## src/hdl/jhd_pkg.sv

```systemverilog
// ----------------------------------------------------------------------------
// jhd_pkg
// Shared types and constants of the JPEG Huffman symbol decoder.
// ----------------------------------------------------------------------------
package jhd_pkg;

  typedef enum logic [1:0] {
    ACT_CLEAR   = 2'd0,
    ACT_INSERT  = 2'd1,
    ACT_DATA    = 2'd2,
    ACT_RESTART = 2'd3
  } action_t;

  typedef enum logic [2:0] {
    KIND_INS_OK  = 3'd0,
    KIND_INS_REJ = 3'd1,
    KIND_SYMBOL  = 3'd2,
    KIND_INVALID = 3'd3,
    KIND_EOI     = 3'd4
  } kind_t;

  typedef enum logic [2:0] {
    ST_IDLE  = 3'd0,
    ST_BIT   = 3'd1,
    ST_READ  = 3'd2,
    ST_EMIT  = 3'd3,
    ST_FLUSH = 3'd4
  } state_t;

  localparam logic [7:0] BYTE_FF  = 8'hFF;
  localparam logic [7:0] BYTE_00  = 8'h00;
  localparam logic [7:0] BYTE_EOI = 8'hD9;

endpackage

```

## src/hdl/jpeg_huffman_symbol_decoder.sv

```systemverilog
// ----------------------------------------------------------------------------
// jpeg_huffman_symbol_decoder
// Canonical Huffman table loader and bit-serial symbol decoder.
// ----------------------------------------------------------------------------
// Clear, insert, restart and data bytes that decode nothing (a held FF, a
// dropped marker, end of image, an ended stream) keep the decoder idle: the
// next transaction can be accepted in the following cycle unless a result
// still sits stalled in the output register. A decoded data byte is read one
// bit per cycle while the output is not stalled; each bit that completes a
// code adds a symbol store read, then an emit, and a flush state at the end
// releases the byte's final result. The input stalls from the accepted byte
// until that flush is done, and longer while the output is stalled. The
// latest result of a byte is parked in a one-entry buffer until the next
// result or the byte end, so that last can be set on it. Per-length count,
// first code and first index tables are flip-flops reset with the block.
module jpeg_huffman_symbol_decoder #(
  parameter int SYMBOL_DEPTH = 256,
  parameter int MAX_CODE_LEN = 16
) (
  input  logic       clk,
  input  logic       rst_n,
  input  logic       cfg_wr_en,
  input  logic       cfg_wr_data,
  input  logic       in_valid,
  output logic       in_stall,
  input  logic [1:0] in_action,
  input  logic [4:0] in_code_length,
  input  logic [7:0] in_symbol_value,
  input  logic [7:0] in_data_byte,
  output logic       out_valid,
  input  logic       out_stall,
  output logic [2:0] out_kind,
  output logic [7:0] out_decoded_symbol,
  output logic [4:0] out_decoded_length,
  output logic       out_last
);

  localparam int AW = $clog2(SYMBOL_DEPTH);
  localparam logic [8:0] DEPTH_C = 9'(SYMBOL_DEPTH);
  localparam logic [4:0] MAXL_C  = 5'(MAX_CODE_LEN);

  // configuration
  logic jpeg_mode_r;
  always_ff @(posedge clk) begin
    if (!rst_n) begin
      jpeg_mode_r <= 1'b1;
    end else if (cfg_wr_en) begin
      jpeg_mode_r <= cfg_wr_data;
    end
  end

  // table and stream state
  logic [8:0]  cnt_r [16];
  logic [15:0] fcode_r [16];
  logic [8:0]  fidx_r [16];
  logic [8:0]  loaded_r;
  logic [16:0] nfree_r;
  logic [4:0]  prev_len_r;
  logic [15:0] acc_r;
  logic [4:0]  acc_len_r;
  logic        pend_ff_r;
  logic        ended_r;

  jhd_pkg::state_t state_r, state_nxt;
  logic [7:0] byte_r;
  logic [2:0] bit_r;
  logic [4:0] sym_len_r;

  // output register
  logic       ov_r;
  logic [2:0] okind_r;
  logic [7:0] osym_r;
  logic [4:0] olen_r;
  logic       olast_r;

  // parked result of the current byte
  logic       pv_r;
  logic [2:0] pkind_r;
  logic [7:0] psym_r;
  logic [4:0] plen_r;

  logic out_free;
  assign out_free = !ov_r || !out_stall;

  logic accept;
  assign in_stall = (state_r != jhd_pkg::ST_IDLE) || !out_free;
  assign accept   = in_valid && !in_stall;

  // insert evaluation
  logic [16:0] ins_code;
  logic        ins_ok;
  logic [3:0]  ins_li;
  always_comb begin
    ins_li   = 4'(in_code_length - 5'd1);
    ins_code = (prev_len_r == 5'd0) ? 17'd0 : (nfree_r << (in_code_length - prev_len_r));
    ins_ok   = (in_code_length != 5'd0) && (in_code_length <= MAXL_C)
            && (in_code_length >= prev_len_r) && (loaded_r < DEPTH_C)
            && ({15'd0, ins_code} < (32'd1 << in_code_length));
  end

  // bit step evaluation
  logic [15:0] acc_sh;
  logic [4:0]  acc_len_inc;
  logic [3:0]  li;
  logic [15:0] off;
  logic        hit;
  logic [8:0]  hit_idx;
  always_comb begin
    acc_sh      = {acc_r[14:0], byte_r[bit_r]};
    acc_len_inc = acc_len_r + 5'd1;
    li          = 4'(acc_len_inc - 5'd1);
    off         = acc_sh - fcode_r[li];
    hit         = (cnt_r[li] != 9'd0) && (acc_sh >= fcode_r[li])
               && (off < {7'd0, cnt_r[li]});
    hit_idx     = fidx_r[li] + off[8:0];
  end

  // symbol store, read from the registered index during ST_READ
  logic [7:0]    rd_data;
  logic          ram_we;
  logic [AW-1:0] ram_wa, ram_ra;
  logic [8:0]    idx_r;
  assign ram_we = accept && (in_action == jhd_pkg::ACT_INSERT) && ins_ok;
  assign ram_wa = loaded_r[AW-1:0];
  assign ram_ra = idx_r[AW-1:0];

  jhd_ram #(.WIDTH(8), .DEPTH(SYMBOL_DEPTH)) u_store (
    .clk(clk), .wr_en(ram_we), .wr_addr(ram_wa), .wr_data(in_symbol_value),
    .rd_addr(ram_ra), .rd_data(rd_data)
  );

  logic decode_now;
  logic eoi_now;
  logic [7:0] dec_byte;
  always_comb begin
    decode_now = 1'b0;
    eoi_now    = 1'b0;
    dec_byte   = in_data_byte;
    if (in_action == jhd_pkg::ACT_DATA && !ended_r) begin
      if (!jpeg_mode_r) begin
        decode_now = 1'b1;
      end else if (pend_ff_r) begin
        decode_now = (in_data_byte == jhd_pkg::BYTE_00);
        eoi_now    = (in_data_byte == jhd_pkg::BYTE_EOI);
        dec_byte   = jhd_pkg::BYTE_FF;
      end else begin
        decode_now = (in_data_byte != jhd_pkg::BYTE_FF);
      end
    end
  end

  // next state
  always_comb begin
    state_nxt = state_r;
    case (state_r)
      jhd_pkg::ST_IDLE: if (accept && decode_now) state_nxt = jhd_pkg::ST_BIT;
      jhd_pkg::ST_BIT: begin
        if (out_free) begin
          if (hit) state_nxt = jhd_pkg::ST_READ;
          else if (bit_r == 3'd0) state_nxt = jhd_pkg::ST_FLUSH;
        end
      end
      jhd_pkg::ST_READ: state_nxt = jhd_pkg::ST_EMIT;
      jhd_pkg::ST_EMIT: begin
        if (out_free) state_nxt = (bit_r == 3'd0) ? jhd_pkg::ST_FLUSH : jhd_pkg::ST_BIT;
      end
      jhd_pkg::ST_FLUSH: if (!pv_r || out_free) state_nxt = jhd_pkg::ST_IDLE;
      default: state_nxt = jhd_pkg::ST_IDLE;
    endcase
  end

  // new decoder result of this cycle
  logic       res_gen;
  logic [2:0] res_kind;
  logic [7:0] res_sym;
  logic [4:0] res_len;
  logic       flush_mv;
  always_comb begin
    res_gen  = 1'b0;
    res_kind = jhd_pkg::KIND_INVALID;
    res_sym  = 8'd0;
    res_len  = 5'd0;
    if (state_r == jhd_pkg::ST_BIT && out_free && !hit && acc_len_inc >= MAXL_C) begin
      res_gen = 1'b1;
    end else if (state_r == jhd_pkg::ST_EMIT && out_free) begin
      res_gen  = 1'b1;
      res_kind = jhd_pkg::KIND_SYMBOL;
      res_sym  = (idx_r < DEPTH_C) ? rd_data : 8'd0;
      res_len  = sym_len_r;
    end
  end
  assign flush_mv = (state_r == jhd_pkg::ST_FLUSH) && pv_r && out_free;

  // output register load: single results directly, byte results via park
  logic       o_load;
  logic [2:0] o_kind;
  logic [7:0] o_sym;
  logic [4:0] o_len;
  logic       o_last;
  always_comb begin
    o_load = 1'b0;
    o_kind = pkind_r;
    o_sym  = psym_r;
    o_len  = plen_r;
    o_last = 1'b0;
    if (accept && in_action == jhd_pkg::ACT_INSERT) begin
      o_load = 1'b1;
      o_kind = ins_ok ? jhd_pkg::KIND_INS_OK : jhd_pkg::KIND_INS_REJ;
      o_sym  = 8'd0;
      o_len  = 5'd0;
      o_last = 1'b1;
    end else if (accept && eoi_now) begin
      o_load = 1'b1;
      o_kind = jhd_pkg::KIND_EOI;
      o_sym  = 8'd0;
      o_len  = 5'd0;
      o_last = 1'b1;
    end else if (res_gen && pv_r) begin
      o_load = 1'b1;
    end else if (flush_mv) begin
      o_load = 1'b1;
      o_last = 1'b1;
    end
  end

  // output and park valid flags
  always_ff @(posedge clk) begin
    if (!rst_n) begin
      ov_r <= 1'b0;
      pv_r <= 1'b0;
    end else begin
      if (o_load) ov_r <= 1'b1;
      else if (!out_stall) ov_r <= 1'b0;
      if (res_gen) pv_r <= 1'b1;
      else if (flush_mv) pv_r <= 1'b0;
    end
  end

  // output and park payloads
  always_ff @(posedge clk) begin
    if (o_load) begin
      okind_r <= o_kind;
      osym_r  <= o_sym;
      olen_r  <= o_len;
      olast_r <= o_last;
    end
    if (res_gen) begin
      pkind_r <= res_kind;
      psym_r  <= res_sym;
      plen_r  <= res_len;
    end
  end

  // datapath
  always_ff @(posedge clk) begin
    if (!rst_n) begin
      state_r    <= jhd_pkg::ST_IDLE;
      loaded_r   <= 9'd0;
      nfree_r    <= 17'd0;
      prev_len_r <= 5'd0;
      acc_r      <= 16'd0;
      acc_len_r  <= 5'd0;
      pend_ff_r  <= 1'b0;
      ended_r    <= 1'b0;
      for (int i = 0; i < 16; i++) begin
        cnt_r[i]   <= 9'd0;
        fcode_r[i] <= 16'd0;
        fidx_r[i]  <= 9'd0;
      end
    end else begin
      state_r <= state_nxt;
      case (state_r)
        jhd_pkg::ST_IDLE: begin
          if (accept) begin
            case (in_action)
              jhd_pkg::ACT_CLEAR: begin
                loaded_r <= 9'd0; nfree_r <= 17'd0; prev_len_r <= 5'd0;
                for (int i = 0; i < 16; i++) begin
                  cnt_r[i] <= 9'd0; fcode_r[i] <= 16'd0; fidx_r[i] <= 9'd0;
                end
              end
              jhd_pkg::ACT_INSERT: begin
                if (ins_ok) begin
                  if (in_code_length != prev_len_r) begin
                    fcode_r[ins_li] <= ins_code[15:0];
                    fidx_r[ins_li]  <= loaded_r;
                  end
                  cnt_r[ins_li] <= cnt_r[ins_li] + 9'd1;
                  loaded_r      <= loaded_r + 9'd1;
                  nfree_r       <= ins_code + 17'd1;
                  prev_len_r    <= in_code_length;
                end
              end
              jhd_pkg::ACT_RESTART: begin
                acc_r <= 16'd0; acc_len_r <= 5'd0; pend_ff_r <= 1'b0; ended_r <= 1'b0;
              end
              default: begin
                if (!ended_r) begin
                  if (!jpeg_mode_r) begin
                    pend_ff_r <= 1'b0;
                  end else if (pend_ff_r) begin
                    pend_ff_r <= 1'b0;
                    if (eoi_now) begin
                      ended_r <= 1'b1;
                    end
                  end else if (in_data_byte == jhd_pkg::BYTE_FF) begin
                    pend_ff_r <= 1'b1;
                  end
                end
                byte_r <= dec_byte;
                bit_r  <= 3'd7;
              end
            endcase
          end
        end
        jhd_pkg::ST_BIT: begin
          if (out_free) begin
            if (hit) begin
              idx_r     <= hit_idx;
              sym_len_r <= acc_len_inc;
              acc_r     <= 16'd0;
              acc_len_r <= 5'd0;
            end else begin
              if (acc_len_inc >= MAXL_C) begin
                acc_r <= 16'd0; acc_len_r <= 5'd0;
              end else begin
                acc_r <= acc_sh; acc_len_r <= acc_len_inc;
              end
              if (bit_r != 3'd0) bit_r <= bit_r - 3'd1;
            end
          end
        end
        jhd_pkg::ST_EMIT: begin
          if (out_free) begin
            if (bit_r != 3'd0) bit_r <= bit_r - 3'd1;
          end
        end
        default: ;
      endcase
    end
  end

  assign out_valid          = ov_r;
  assign out_kind           = okind_r;
  assign out_decoded_symbol = osym_r;
  assign out_decoded_length = olen_r;
  assign out_last           = olast_r;

`ifndef SYNTH
  a_no_accept_busy: assert property (@(posedge clk) disable iff (!rst_n)
    (state_r != jhd_pkg::ST_IDLE) |-> in_stall) else $error("accept while busy");
  a_read_then_emit: assert property (@(posedge clk) disable iff (!rst_n)
    (state_r == jhd_pkg::ST_READ) |=> (state_r == jhd_pkg::ST_EMIT)) else $error("read seq");
  a_acc_len: assert property (@(posedge clk) disable iff (!rst_n)
    acc_len_r < MAXL_C) else $error("accumulator overrun");
  a_out_hold: assert property (@(posedge clk) disable iff (!rst_n)
    (out_valid && out_stall) |=> (out_valid && $stable(out_kind)
      && $stable(out_decoded_symbol) && $stable(out_decoded_length) && $stable(out_last)))
    else $error("stalled result changed");
  a_idle_no_park: assert property (@(posedge clk) disable iff (!rst_n)
    (state_r == jhd_pkg::ST_IDLE) |-> !pv_r) else $error("parked result in idle");
`endif

endmodule

```

## src/hdl/jhd_ram.sv

```systemverilog
// ----------------------------------------------------------------------------
// jhd_ram
// Generic single-port-write, single-port-read RAM with registered read data.
// ----------------------------------------------------------------------------
module jhd_ram #(
  parameter int WIDTH = 8,
  parameter int DEPTH = 256
) (
  input  logic                     clk,
  input  logic                     wr_en,
  input  logic [$clog2(DEPTH)-1:0] wr_addr,
  input  logic [WIDTH-1:0]         wr_data,
  input  logic [$clog2(DEPTH)-1:0] rd_addr,
  output logic [WIDTH-1:0]         rd_data
);

  logic [WIDTH-1:0] mem [DEPTH];

  // write port and registered read port
  always_ff @(posedge clk) begin
    if (wr_en) begin
      mem[wr_addr] <= wr_data;
    end
    rd_data <= mem[rd_addr];
  end

endmodule
```

## config.mk

```make
export PLATFORM = sky130hd
export DESIGN_NAME = jpeg_huffman_symbol_decoder
export DESIGN_NICKNAME = d
export VERILOG_FILES = /design/src/hdl/jhd_pkg.sv /design/src/hdl/jpeg_huffman_symbol_decoder.sv /design/src/hdl/jhd_ram.sv
export SDC_FILE = /design/constraint.sdc
export NUM_CORES = 2
export LEC_CHECK = 0
export ABC_AREA = 1
export BUFFER_PORTS_ARGS = -buffer_cell sky130_fd_sc_hd__buf_4
export CAP_MARGIN = 20
export CORE_ASPECT_RATIO = 1.2
export CORE_UTILIZATION = 36
export DETAILED_ROUTE_END_ITERATION = 7
export SLEW_MARGIN = 20
export SYNTH_ARGS = -nofsm -noshare
export SYNTH_HDL_FRONTEND = slang
export SYNTH_SLANG_ARGS = --single-unit
```

## constraint.sdc

```tcl
create_clock -name clk -period 9.3 [get_ports clk]
set_input_delay 0.93 -clock clk [delete_from_list [all_inputs] [get_ports clk]]
set_output_delay 0.93 -clock clk [all_outputs]
set_load 0.005 [all_outputs]
```

==> results.md <==
• **sequential area share after synthesis** 70.59%
• **final design utilization** 40.42%
• **Hold-fix buffers, CTS** 0
• **least setup slack across all paths after layout** 1.681 ns
• **worst hold slack after final layout** 0.2801 ns
• **TritonCTS clock tree** yes
• **Clk pwr share** 39.9%
• **Tot GR Track Use** 22.00%
• **Filler Cells Inserted** 29760
• **internal power component** 0.02053 W
• **core region area** 316100 um2
• **synthesis-to-finish area growth** 11.57%
• **launching element type of the critical path** register
• **Die Span X** 516.9 um
• **Mean Syn Cell Area** 11.50 um2
• **first-pass GRT wire length** 524200 um
• **endpoint required time on the critical path** 9.79 ns
• **cell types with the largest area share after synthesis** edfxtp_1 (69%), nor2_1 (8.2%), o21ai_0 (6.4%), o22ai_1 (3.7%), nand2_1 (2.5%)
• **leading cell type in the layout, fill and taps excluded** edfxtp_1
• **Buffers on Ports** 47
• **worst setup skew after layout** 0.08241 ns
• **largest buffer count on any clock path** 4
• **status** finished, final reports clean
• **dominant cell type by area after synthesis** edfxtp_1
• **Max transition margin** 23.92%
• **number of instances in the synthesized netlist** 9960
• **fraction of power consumed by combinational cells** 9.8%
• **die footprint** 320400 um2
• **setup slack of the most critical reg-to-reg path** 1.68 ns
• **vias in the first global route** 78390
• **total negative slack** 0 ns
• **Placed Area** 119000 um2
• **Worst path slowest cell** nand3_1
• **Gates resized, CTS repair** 0
• **period utilisation layout** 81.92%
• **sequential cell fraction of total power** 50.4%
• **endpoint type of the worst setup path** register
• **async set-reset flop share out of synthesis** 0%
• **number of sinks handled by clock tree synthesis** 2715
• **placement row count** 226
• **antenna violations before repair** 10
• **Final ANT Viol Nets** 0
• **total grt overflow** 0
• **Total Nets Final** 9867
• **total count of hold-check failures in the final report** 0
• **clock buffers created by TritonCTS** 275
• **cells along the critical path** ha_1 -> inv_1 -> fa_1 -> inv_1 -> o21ai_0 -> nor2_1 -> nor2_1 -> nor2_1 -> nand2_1 -> inv_1 -> ha_1 -> nand2_1 -> nor2_1 -> a211oi_1 -> o221a_2 -> nand2_1 -> nand2_2 -> nand4_4 -> inv_2 -> nand3_1 -> nor2_1
• **post-route cell area** 127800 um2
• **commonest non-fill, non-tap cells in the layout** edfxtp_1 (2648), nor2_1 (2485), o21ai_0 (1455), nand2_1 (755), o22ai_1 (686)
• **max-slew violation total from the final report** 0
• **placed wire-length estimate after detailed placement** 220900 um
• **Detailed Route WL** 361300 um
• **fraction of layout cells with a size suffix above 1** 7.202%
• **transition at the pin with the smallest max-transition slack** 1.141 ns
• **maximum vdd drop** 0.1401 mV
• **area of all sequential standard cells** 80860 um2
• **area taken by multi-input logic gates** 29960 um2
• **Via-to-Cell Ratio** 5.669
• **total setup buffers inserted after CTS** 0
• **RSZ-0062 raised after global routing** false
• **Initial DRC Count** 10380
• **switching part of the total power** 24.78%
• **largest net degree at the start of global routing** 241
• **Reg clk slew, reported paths** 0.06 ns
• **weighted congestion at the end of routability-driven global placement** 0.9309
• **number of top-level design ports** 48
• **mapped cell area** 114500 um2
• **Max-cap violations** 0
• **static leakage** 41.49 nW
• **worst hold path type** in -> reg
• **library cell used as clock root buffer** clkbuf_16
• **initial core utilization** 36.23%
• **clock insertion delay at the later pin of the skew report** 0.85 ns
• **number of iterations in the first detailed-routing pass** 6
• **Clock H-tree levels** 5
• **area share of the largest cell type after synthesis** 69.42%
• **longest individual stage delay on the worst path** 0.98 ns
• **number of flops mapped to enable cells by yosys** 2648
• **fmax** 0.1313 GHz
• **most instantiated flip-flop cell in the synthesis netlist** edfxtp_1
• **startpoint-to-endpoint class of the critical path** reg -> reg
• **net switching power figure** 0.006765 W
• **number of warnings printed during yosys synthesis** 0
• **endpoints failing setup** 0
• **Most common cell on crit path** nor2_1
• **number of storage elements in the synthesis netlist** 2715
• **remaining routing DRC violations** 0
• **Max Fanout on Critical Path** 28
• **vias after detailed routing** 80460
• **worst-case setup slack after placement** 0.9821 ns
• **Worst Path Arrival** 8.11 ns
• **synth unique cells** 65
• **mean routed wirelength per cell** 25.46 um
• **Power Density** 213.6 nW/um2
• **final critical delay including setup and external delays** 7.619 ns
• **Die Span Y** 619.9 um
cells by family (layout without fill, tap and decap cells):
| group | Yosys count | count (layout) | synth area share, % |
|---|---|---|---|
| and+or+nand+nor | 3648 | 3648 | 12.74 |
| DFF | 2715 | 2715 | 70.59 |
| AOI/OAI and AO/OA | 2502 | 2502 | 12.16 |
| buffers and inverters | 987 | 982 | 3.374 |
| adders and majority gates | 73 | 73 | 0.8171 |
| xor gates and xnor gates | 31 | 31 | 0.2895 |
| muxes | 3 | 3 | 0.02622 |
| other | 1 | 22 | 0.003274 |
through the flow:
step                      total power (W)  instances
after detailed placement          0.01661      13710
after CTS                         0.02736      14190
after floorplan                   0.01542       9975
after global placement            0.01661      13710
final                             0.02730      14190
after global routing              0.02802      14190
flip-flops by register name, summed over array words and instances, names as in the netlist, 5 cells and up:
signal              flops
u_store.mem          2048
fcode_r               256
cnt_r                 144
fidx_r                144
nfree_r                17
acc_r                  15
idx_r                   9
loaded_r                9
byte_r                  8
out_decoded_symbol      8
psym_r                  8
u_store.rd_data         8
acc_len_r               5
out_decoded_length      5
plen_r                  5
prev_len_r              5
sym_len_r               5
layer usage:
| layer | track usage (%) | vias up | share of wire, % |
|---|---|---|---|
| met5 | 0 | - | 0 |
| met4 | 8.955 | 0 | 4.4 |
| met3 | 3.623 | 718 | 9.1 |
| met2 | 35.95 | 4389 | 47 |
| met1 | 29.01 | 39890 | 40 |
| li1 | - | 35460 | - |
area by class of cell:
type	count	area share, %
Sequential cell	2715	63.28
Inverter	290	0.8704
Tap cell	4218	4.130
Clock inverter	144	1.025
Antenna cell	6	0.01175
Clock buffer	338	5.785
Timing Repair Buffer	210	1.456
Multi-Input combinational cell	6273	23.45
power groups by stage:
stage	Combinational (W)	Sequential [W]	Clock (W)
4_1_cts	0.00263	0.0137	0.0110
5_1_grt	0.00284	0.0138	0.0114
6_report	0.00266	0.0137	0.0109
3_5_place_dp	0.00261	0.0140	0
3_3_place_gp	0.00261	0.0140	0
2_1_floorplan	0.00146	0.0140	0
final timing paths:
check,from,endpoint,depth (start not counted)
hold reg to reg,acc_len_r[4]$_SDFFE_PN0P_,acc_len_r[4]$_SDFFE_PN0P_,2
setup reg to reg,prev_len_r[0]$_SDFFE_PN0P_,u_store.mem[135][0]$_DFFE_PP_,21
setup / recovery,prev_len_r[0]$_SDFFE_PN0P_,u_store.mem[135][0]$_DFFE_PP_,21
hold / removal,cfg_wr_en,jpeg_mode_r$_SDFFE_PN1P_,2
critical path: cells and delay by family (launching register included):
kind | cells | cell delay (ns)
AND/OR/NAND/NOR | 11 | 3.37
flip-flops | 1 | 0.36
buffers and inverters | 4 | 1.30
adder cells (fa/ha/maj) | 3 | 1.40
AO/OA/AOI/OAI | 3 | 0.79
cells in the mapped netlist (6+ instances only):
library cell	number
clkbuf_1	574
nor2_4	6
nand3_2	7
inv_1	248
nor3_1	52
o211ai_1	23
or2_2	10
nand3_4	10
xor2_1	22
buf_1	27
ha_1	70
edfxtp_1	2648
nor2_2	8
a32oi_1	7
dfxtp_1	67
nand2_1	761
a211o_1	6
a22oi_1	36
o22ai_1	686
nand3_1	202
o31ai_1	17
clkinv_1	21
nand3b_1	6
o21ai_0	1456
o311ai_0	6
o32ai_1	28
buf_2	86
buf_4	6
nand4_1	65
nand2_2	18
a21oi_1	175
inv_2	21
nor2_1	2488
a31oi_1	18
a22o_1	12
No activity file was read; power rests on OpenSTA's default activity.
